File: src/rtl/bfa_pkg.sv
// ----------------------------------------------------------------------------
// bfa_pkg: shared definitions for the bitmap frame allocator
// Default sizes, command codes and the types passed between the sequencer
// and the free-bit search unit.
// ----------------------------------------------------------------------------
package bfa_pkg;

    // default geometry of the managed region
    localparam int          BFA_FRAME_CAPACITY = 32768;
    localparam int          BFA_PAGE_BYTES     = 4096;
    localparam logic [31:0] BFA_BASE_ADDRESS   = 32'h0040_0000;

    // one bitmap word covers this many frames
    localparam int BFA_WORD_BITS = 32;
    localparam int BFA_BIT_W     = 5;

    // owner count saturation value
    localparam logic [7:0] BFA_COUNT_MAX = 8'd255;

    // command codes
    typedef enum logic [1:0] {
        CMD_ALLOC  = 2'd0,
        CMD_FREE   = 2'd1,
        CMD_INCREF = 2'd2,
        CMD_QUERY  = 2'd3
    } bfa_cmd_t;

    // search window edges within one bitmap word
    typedef struct packed {
        logic                 lo_here;
        logic [BFA_BIT_W-1:0] lo_bit;
        logic                 hi_here;
        logic [BFA_BIT_W-1:0] hi_bit;
    } bfa_win_t;

    // search result for one bitmap word
    typedef struct packed {
        logic                 found;
        logic [BFA_BIT_W-1:0] pos;
    } bfa_hit_t;

endpackage

File: src/rtl/bfa_ffz.sv
// ----------------------------------------------------------------------------
// bfa_ffz: free-bit search over one bitmap word
// Masks the word to the search window and returns the lowest free frame bit.
// ----------------------------------------------------------------------------
module bfa_ffz import bfa_pkg::*; (
    input  logic [BFA_WORD_BITS-1:0] word_bits,
    input  bfa_win_t                 win,
    output bfa_hit_t                 hit
);

    logic [BFA_WORD_BITS-1:0] ones;
    logic [BFA_WORD_BITS-1:0] lo_mask;
    logic [BFA_WORD_BITS-1:0] hi_mask;
    logic [BFA_WORD_BITS-1:0] cand;

    // window masks: bits at or above the low edge, below the high edge
    always_comb
    begin
        ones    = '1;
        lo_mask = win.lo_here ? (ones << win.lo_bit) : ones;
        hi_mask = win.hi_here ? ~(ones << win.hi_bit) : ones;
        cand    = ~word_bits & lo_mask & hi_mask;
    end

    // lowest set candidate bit
    always_comb
    begin
        hit.found = |cand;
        hit.pos   = '0;
        for (int i = BFA_WORD_BITS - 1; i >= 0; i--)
        begin
            if (cand[i])
            begin
                hit.pos = BFA_BIT_W'(i);
            end
        end
    end

endmodule

File: config.mk
export PLATFORM = sky130hd
export DESIGN_NAME = bfa_ffz
export DESIGN_NICKNAME = d
export VERILOG_FILES = /design/src/rtl/bfa_pkg.sv /design/src/rtl/bfa_ffz.sv
export SDC_FILE = /design/constraint.sdc
export NUM_CORES = 1
export LEC_CHECK = 0
export BUFFER_PORTS_ARGS = -buffer_cell sky130_fd_sc_hd__buf_2
export CORE_MARGIN = 4
export CORE_UTILIZATION = 47
export DETAILED_ROUTE_END_ITERATION = 10
export GPL_ROUTABILITY_DRIVEN = 0
export PLACE_DENSITY = 0.8
export SYNTH_ARGS = -nofsm -noshare
export SYNTH_HDL_FRONTEND = slang
export SYNTH_SLANG_ARGS = --single-unit
export TNS_END_PERCENT = 50
File: constraint.sdc
create_clock -name vclk -period 2.1
set_input_delay 0.21 -clock vclk [all_inputs]
set_output_delay 0.21 -clock vclk [all_outputs]
set_load 0.01 [all_outputs]
==> impl_metrics.toml, run 1 <==
[run_status]
status = "stopped before the end"
failing_step = "global routing (5_1_grt)"
first-error = "[ERROR GRT-0232] Routing congestion too high. Check the congestion heatmap in the GUI."

[yosys]
synth.area.top_cells = "a221oi_1 10%, a21oi_1 5.8%, nand2_1 5.8%"
netlist_instances = 204
synth_most_common_cell = "nand2_1"
ys_seq_area_share_pct = 0
netlist_area_mm2 = 0.00129
synth.top_cell.area_share_pct = 10.2
yosysWarnings = 0
yosys-top-cells-count = "20 x nand2_1, 17 x nor2_1, 15 x a21oi_1, 15 x a221oi_1, 14 x buf_2"
syn_area_per_cell_um2 = 6.32
synth_top_cell_by_area = "a221oi_1"
ys_types = 55
synth_fp_nets = 248

[place]
portBuffers = 50
post_dp_cell_area_mm2 = 0.00196
dpl.hpwl_um = 4490

[die]
die_h_um = 60.4
start_util_pct = 50.7
ios = 50
die_w_um = 60.4
placementRows = 18

[grt]
track_usage_pct = 78.0
grt_max_degree = 16
overflow = 121

[cts]
ctsHoldBuffers = 0

[sta]
endpoint_type = "primary output"
crit_endpoint = "hit[0]"
==> logic make-up after synthesis <==
kind of cell,after synthesis,share of synthesized area [%]
AO/OA/AOI/OAI,92,55.2
buffers and inverters,29,11.0
AND/OR/NAND/NOR,83,33.9
==> per-stage QoR <==
step                      setup TNS, ps  worst slack, ps  utilization [%]  hold slack [ps]  cells
after detailed placement          -1470             -317             77.0              961    327
after CTS                          -670             -175             84.5              944    330
after floorplan                   -37.9            -37.9                -              697    204
after global placement            -1070             -226             77.0              953    327
==> what timing repair did <==
| action | in CTS |
|---|---|
| pin swaps | 19 |
| resized for setup | 40 |
| gates cloned | 0 |
| endpoints found under the setup margin | 6 |
| hold endpoints to repair | 0 |
| buffers inserted | 3 |
==> routing by layer <==
| layer | GRT overflow | track usage, % |
|---|---|---|
| met4 | 41 | 91.5 |
| met3 | 0 | 55.1 |
| met2 | 79 | 100 |
| met5 | 0 | 0 |
| met1 | 1 | 74.8 |
==> run 2, diff against run 1 <==
--- a/config.mk
+++ b/config.mk
@@ -7,10 +7,10 @@
 export LEC_CHECK = 0
 export BUFFER_PORTS_ARGS = -buffer_cell sky130_fd_sc_hd__buf_2
 export CORE_MARGIN = 4
-export CORE_UTILIZATION = 47
+export CORE_UTILIZATION = 35
 export DETAILED_ROUTE_END_ITERATION = 10
 export GPL_ROUTABILITY_DRIVEN = 0
-export PLACE_DENSITY = 0.8
+export PLACE_DENSITY_LB_ADDON = 0.15
 export SYNTH_ARGS = -nofsm -noshare
 export SYNTH_HDL_FRONTEND = slang
 export SYNTH_SLANG_ARGS = --single-unit
==> constraint.sdc (replaced) <==
create_clock -name vclk -period 2.7
set_input_delay 0.27 -clock vclk [all_inputs]
set_output_delay 0.27 -clock vclk [all_outputs]
set_load 0.01 [all_outputs]
==> impl_metrics.toml, run 2 <==
[yosys]
yosysWarnings = 0
synthSimpleGateAreaFrac_pct = 33.9
synth_most_common_cell = "nand2_1"
ys_seq_area_share_pct = 0
netlist_area_mm2 = 0.00129
synth_top_family_by_area = "compound AO/OA/AOI/OAI gates"
syn_area_per_cell_um2 = 6.32
yosys.area_share.xor_xnor_pct = 0
yosys-top-cells-count = "20 x nand2_1, 17 x nor2_1, 15 x a21oi_1, 15 x a221oi_1, 14 x buf_2"
netlist_instances = 204
synth.top_cell.area_share_pct = 10.2
synth_compound_area_share_pct = 55.2
synth_fa_ha_area_share_pct = 0
synth_top_cell_by_area = "a221oi_1"
ys_types = 55
synth.area.top_cells = "a221oi_1 10%, a21oi_1 5.8%, nand2_1 5.8%"
synth_fp_nets = 248
synth.mux.area_fraction_pct = 0

[grt]
grt_max_degree = 21
grt_pass1_wl_um = 7800
overflow = 0
antenna_found_initial = 0
track_usage_pct = 21.2
grt_pass1_vias = 1619

[worst_setup_path]
cp_num_buf_inv = 2
slowest_delay_ps = 430
path_delay_family = "simple AND/OR/NAND/NOR gates"
cp.arrival_ps = 2280
crit_type = "in2out"
cp_max_fo = 12
path_cells = "buf_2 > or3_1 > a221oi_1 > nor2_1 > and3b_1 > or3_1 > a21oi_1 > buf_2"
setup.worst_path.end_class = "output port"
cp.required_ps = 2430
slowest_stage = "or3_1"
startpoint = "win[6]"
worstSetupStartpointType = "primary input"

[finish]
area_growth_pct = 24.0
nets = 292
clock_buffers = 0
final_core_util_pct = 46.5
fin_area_mm2 = 0.00160
fillerInstances = 377
multi_input_area_mm2 = 0.00116
regArea_um2 = 0
final_common_cell = "buf_2"
seq_cells = 0
final_cell_mix = "49 x buf_2, 20 x nand2_1, 17 x nor2_1, 15 x a21oi_1, 15 x a221oi_1"
antenna_cells = 0
layout-drive-gt1-share_pct = 30.5

[sta]
timing.fmax_mhz = 392
period_needed_ps = 2550
finalSetupViolCount = 0
slew_violations = 0
relSlewSlack_pct = 64.6
hold_viol = 0
period_share_pct = 94.4
setup_tns_ps = 0
setup_ws_ps = 151
holdWs_ps = 1050
worstMarginPinSlew_ps = 532
grt_setup_unrepaired = "false"

[cts]
ctsHoldBuffers = 0
cts_resized = 0
post_cts_buffers = 0

[route]
drc_errors = 0
drtIter0Drc = 150
wl_um = 4900
vias = 1830
avgRoutedWirePerCell_um = 16.8
antenna_left = 0
via_per_inst = 6.27
firstDrtPassIters = 6

[min_path]
min-delay-start = "word_bits[0]"
hold_class = "in2out"

[die]
start_util_pct = 37.5
ios = 50
placementRows = 21
die_w_um = 68.7
core_area_mm2 = 0.00344
die_area_mm2 = 0.00472
die_h_um = 68.7

[place]
dpl.hpwl_um = 3860
post_dp_cell_area_mm2 = 0.00159
dpl_worst_slack_ps = 99.1
portBuffers = 50

[power]
switching_share_pct = 57.8
seqPwrFrac_pct = 0
netSwitchingPower_mw = 0.169
internal_power_mw = 0.123
leakagePower_nw = 0.685
pwr-share-comb_pct = 100.0
p_per_area_mw_per_mm2 = 183
power_frac_clock_pct = 0
ir_drop_mv = 0.0705

[run]
max_cap_violations = 0

[run_status]
status = "finished clean"
[run 2: power by group through the flow]
stage / clock network (mW) / logic [mW] / registers, mW
final: 0 / 0.292 / 0
after global routing: 0 / 0.323 / 0
after CTS: 0 / 0.287 / 0
after detailed placement: 0 / 0.285 / 0
after global placement: 0 / 0.286 / 0
after floorplan: 0 / 0.191 / 0
[run 2: per-stage QoR]
stage,total power [mW],cells
floorplan,0.191,204
global placement,0.286,292
detailed placement,0.285,292
CTS,0.287,292
global route,0.323,292
finish,0.292,292
[run 2: layer usage]
metal | wire (µm) | GRT usage [%]
met4 | 76 | 3.41
met1 | 2180 | 31.1
met5 | 0 | 0
met2 | 2150 | 34.1
met3 | 485 | 1.46
[run 2: cell families (layout without fill, tap and decap cells)]
logic type	after synthesis	in the layout
AND/OR/NAND/NOR	83	83
buffers and inverters	29	71
AO/OA/AOI/OAI	92	92
[run 2: final cells by class]
class / count / share of cell area, %
timing repair buffer: 64 / 22.4
multi-input combinational: 175 / 72.4
tap: 46 / 3.60
inverter: 7 / 1.64
[run 2: path summary, 6_finish.rpt]
path / depth (start not counted) / endpoint
worst max-delay path: 8 / hit[3]
worst min-delay path: 4 / hit[0]
(Power assumes the default switching activity.)
==> run 3, diff against run 2 <==
--- a/config.mk
+++ b/config.mk
@@ -6,7 +6,7 @@
 export NUM_CORES = 1
 export LEC_CHECK = 0
 export BUFFER_PORTS_ARGS = -buffer_cell sky130_fd_sc_hd__buf_2
-export CORE_MARGIN = 4
+export CORE_MARGIN = 2
 export CORE_UTILIZATION = 35
 export DETAILED_ROUTE_END_ITERATION = 10
 export GPL_ROUTABILITY_DRIVEN = 0
==> constraint.sdc (replaced) <==
create_clock -name vclk -period 2.8
set_input_delay 0.28 -clock vclk [all_inputs]
set_output_delay 0.28 -clock vclk [all_outputs]
set_load 0.01 [all_outputs]
==> impl_metrics.toml, run 3 (same netlist as run 2, synthesis figures left out) <==
[worst_setup_path]
cp_max_fo = 20
slowest_delay_ps = 430
cp.required_ps = 2520
crit_type = "in2out"
worstSetupStartpointType = "primary input"
setup.worst_path.end_class = "output port"
slowest_stage = "nor3_1"
cp.arrival_ps = 2360
path_cells = "buf_2 > a21o_1 > a21boi_1 > nor3_1 > o211ai_1 > a211o_1 > o211ai_1 > a221oi_1 > buf_2"

[power]
ir_drop_mv = 0.0743
p_per_area_mw_per_mm2 = 177
leakagePower_nw = 0.649

[grt]
overflow = 0
grt_max_degree = 22
grt_pass1_wl_um = 7750
antenna_found_initial = 0
grt_pass1_vias = 1631
track_usage_pct = 22.6

[finish]
regArea_um2 = 0
final_cell_mix = "50 x buf_2, 20 x nand2_1, 17 x nor2_1, 15 x a21oi_1, 13 x a221oi_1"
fin_area_mm2 = 0.00155
nets = 285
antenna_cells = 0
area_growth_pct = 20.2
layout-drive-gt1-share_pct = 29.3
final_common_cell = "buf_2"
clock_buffers = 0
seq_cells = 0

[sta]
finalSetupViolCount = 0
period_needed_ps = 2640
slew_violations = 0
grt_setup_unrepaired = "false"
setup_tns_ps = 0
timing.fmax_mhz = 378
relSlewSlack_pct = 65.6
hold_viol = 0
period_share_pct = 94.5
worstMarginPinSlew_ps = 511

[die]
placementRows = 22
ios = 50
start_util_pct = 35.8
core_area_mm2 = 0.00361
die_h_um = 64.7
die_w_um = 64.7
die_area_mm2 = 0.00419

[route]
firstDrtPassIters = 4
drtIter0Drc = 135
antenna_left = 0
avgRoutedWirePerCell_um = 16.6
wl_um = 4760
vias = 1750
drc_errors = 0
via_per_inst = 6.10

[place]
portBuffers = 50
dpl.hpwl_um = 3650
post_dp_cell_area_mm2 = 0.00154

[min_path]
hold_class = "in2out"

[run_status]
status = "finished clean"

[cts]
post_cts_buffers = 0

[run]
max_cap_violations = 0
==> run 3: cell count changes in the layout (fill, tap and decap cells not counted), sizes merged <==
cell / delta
buf: -6
clkbuf: -1
==> run 3: metal layers <==
metal / wire [µm] / vias up / global-route usage, %
li1: - / 878 / -
met1: 2170 / 802 / 31.9
met2: 2230 / 66 / 39.0
met3: 325 / 4 / 1.04
met4: 37 / 0 / 2.66
met5: 0 / - / 0
==> run 3: power breakdown <==
group	switching, mW	total, mW	leakage [nW]	internal, mW
logic	0.162	0.275	0.649	0.112
clock network	0	0	0	0
registers	0	0	0	0
==> run 3: worst paths after layout <==
| kind | startpoint | to | slack, ps | cells past startpoint |
|---|---|---|---|---|
| worst max-delay path | win[1] | hit[0] | 160 | 9 |
| worst min-delay path | word_bits[0] | hit[0] | 1040 | 4 |
==> run 3: area by class of cell <==
| cell class | count | area [µm²] |
|---|---|---|
| timing repair buffer | 57 | 303 |
| fill | 393 | 2060 |
| inverter | 7 | 26.3 |
| multi-input combinational | 175 | 1160 |
| tap | 48 | 60.1 |
==> run 3: repair_timing <==
action                     in CTS  in global routing
setup endpoints to repair       0                  1
hold buffers                    0                  0
resized for setup               0                  2
==> run 3: worst max-delay path, delay by kind of cell <==
family	cells	cell delay (ps)
buffers and inverters	2	480
AO/OA/AOI/OAI	6	1160
AND/OR/NAND/NOR	1	430
==> run 3: metrics by stage <==
step | std cells | hold WS (ps) | worst slack, ps | util, % | total power, mW
3_3_place_gp | 287 | 1040 | 132 | 42.6 | 0.269
5_1_grt | 287 | 1060 | 2.57 | 43.0 | 0.302
2_1_floorplan | 204 | 829 | 491 | - | 0.184
3_5_place_dp | 287 | 1030 | 157 | 42.6 | 0.267
6_report | 287 | 1040 | 155 | 43.0 | 0.275
4_1_cts | 287 | 1030 | 142 | 42.6 | 0.269
==> run 4, diff against run 3 <==
--- a/config.mk
+++ b/config.mk
@@ -10,6 +10,7 @@
 export CORE_UTILIZATION = 35
 export DETAILED_ROUTE_END_ITERATION = 10
 export GPL_ROUTABILITY_DRIVEN = 0
+export MAX_ROUTING_LAYER = met4
 export PLACE_DENSITY_LB_ADDON = 0.15
 export SYNTH_ARGS = -nofsm -noshare
 export SYNTH_HDL_FRONTEND = slang
==> constraint.sdc (replaced) <==
create_clock -name vclk -period 3.03
set_input_delay 0.303 -clock vclk [all_inputs]
set_output_delay 0.303 -clock vclk [all_outputs]
set_load 0.01 [all_outputs]
==> impl_metrics.toml, run 4 (same netlist as run 2, synthesis figures left out) <==
[worst_setup_path]
cp.required_ps = 2730
worstSetupStartpointType = "primary input"
cp.arrival_ps = 2480
cp_max_fo = 17
slowest_delay_ps = 410
slowest_stage = "nor3_1"
crit_type = "in2out"
cp_num_buf_inv = 2
path_delay_family = "compound AO/OA/AOI/OAI gates"
path_cells = "buf_2 > and2_1 > o21bai_1 > nor3_1 > o211ai_1 > a211o_1 > o211ai_1 > a221oi_1 > buf_2"
setup.worst_path.end_class = "output port"

[finish]
clock_buffers = 0
regArea_um2 = 0
fin_area_mm2 = 0.00151
final_common_cell = "buf_2"
fillerInstances = 429
layout-drive-gt1-share_pct = 27.2
nets = 281
antenna_cells = 0
area_growth_pct = 16.9
final_cell_mix = "50 x buf_2, 20 x nand2_1, 17 x nor2_1, 15 x a21oi_1, 15 x a221oi_1"
multi_input_area_mm2 = 0.00115
final_cells = 283
seq_cells = 0

[sta]
hold_viol = 0
setup_tns_ps = 0
slew_violations = 0
worstMarginPinSlew_ps = 549
relSlewSlack_pct = 63.4
grt_setup_unrepaired = "false"
finalSetupViolCount = 0
period_share_pct = 92.0
timing.fmax_mhz = 359
period_needed_ps = 2790

[cts]
ctsHoldBuffers = 0
cts_resized = 0
post_cts_buffers = 0

[power]
p_per_area_mw_per_mm2 = 163
leakagePower_nw = 0.625
ir_drop_mv = 0.0667
finalPower_mw = 0.246

[grt]
antenna_found_initial = 0
overflow = 0
grt_pass1_vias = 1554
grt_max_degree = 22
track_usage_pct = 22.7
grt_pass1_wl_um = 7510

[route]
avgRoutedWirePerCell_um = 16.7
firstDrtPassIters = 4
wl_um = 4710
antenna_left = 0
drc_errors = 0
via_per_inst = 6.24
vias = 1765
drtIter0Drc = 167

[die]
ios = 50
die_h_um = 64.7
die_area_mm2 = 0.00419
placementRows = 22
die_w_um = 64.7
start_util_pct = 35.8
core_area_mm2 = 0.00361

[place]
placed_cells = 283
post_dp_cell_area_mm2 = 0.00151
dpl.hpwl_um = 3560
portBuffers = 50

[run]
max_cap_violations = 0

[run_status]
status = "finished clean"

[min_path]
hold_class = "in2out"
min-delay-start = "word_bits[0]"
min_to = "hit[0]"
hold_depth = 4
## run 4: cell types whose count changed in the layout (fill, tap and decap cells not counted)
cell,change
a221oi_1,+2
a221oi_2,-2
buf_4,-4
## run 4: layout make-up
type,count,area share [%]
Multi-Input combinational cell,175,76.2
Timing Repair Buffer,53,18.1
Inverter,7,1.74
Tap cell,48,3.98
## run 4: where the power goes
| part | switching, mW | total [mW] | leakage (nW) | internal [mW] |
|---|---|---|---|---|
| clock | 0 | 0 | 0 | 0 |
| sequential | 0 | 0 | 0 | 0 |
| combinational | 0.147 | 0.246 | 0.625 | 0.0991 |
| total | 0.147 | 0.246 | 0.625 | 0.0991 |
## run 4: per-stage QoR
stage / hold WS (ps) / setup WS, ps / utilization [%]
floorplan: 875 / 675 / -
global placement: 1080 / 271 / 41.8
detailed placement: 1090 / 305 / 41.8
CTS: 1090 / 296 / 41.8
global route: 1120 / 81.5 / 41.8
finish: 1090 / 243 / 41.8
## run 4: layer usage
metal	vias up	part of all wire, %	track usage [%]
li1	873	-	-
met1	802	46	32.9
met2	84	44	35.1
met3	6	8.0	1.39
met4	0	1.6	3.99
met5	-	0	-
## run 4: worst min-delay path, cell delays in order
cell	delay [ps]
buf_2	100
a21oi_1	150
a221oi_1	100
buf_2	130
## run 4: worst max-delay path by stage
stage            start  endpoint  cells after the start
6_report       win[11]    hit[0]                      9
5_1_grt        win[11]    hit[0]                      9
4_1_cts        win[11]    hit[0]                      9
3_5_place_dp   win[11]    hit[0]                      9
3_3_place_gp   win[11]    hit[0]                      9
2_1_floorplan  win[11]    hit[3]                      9
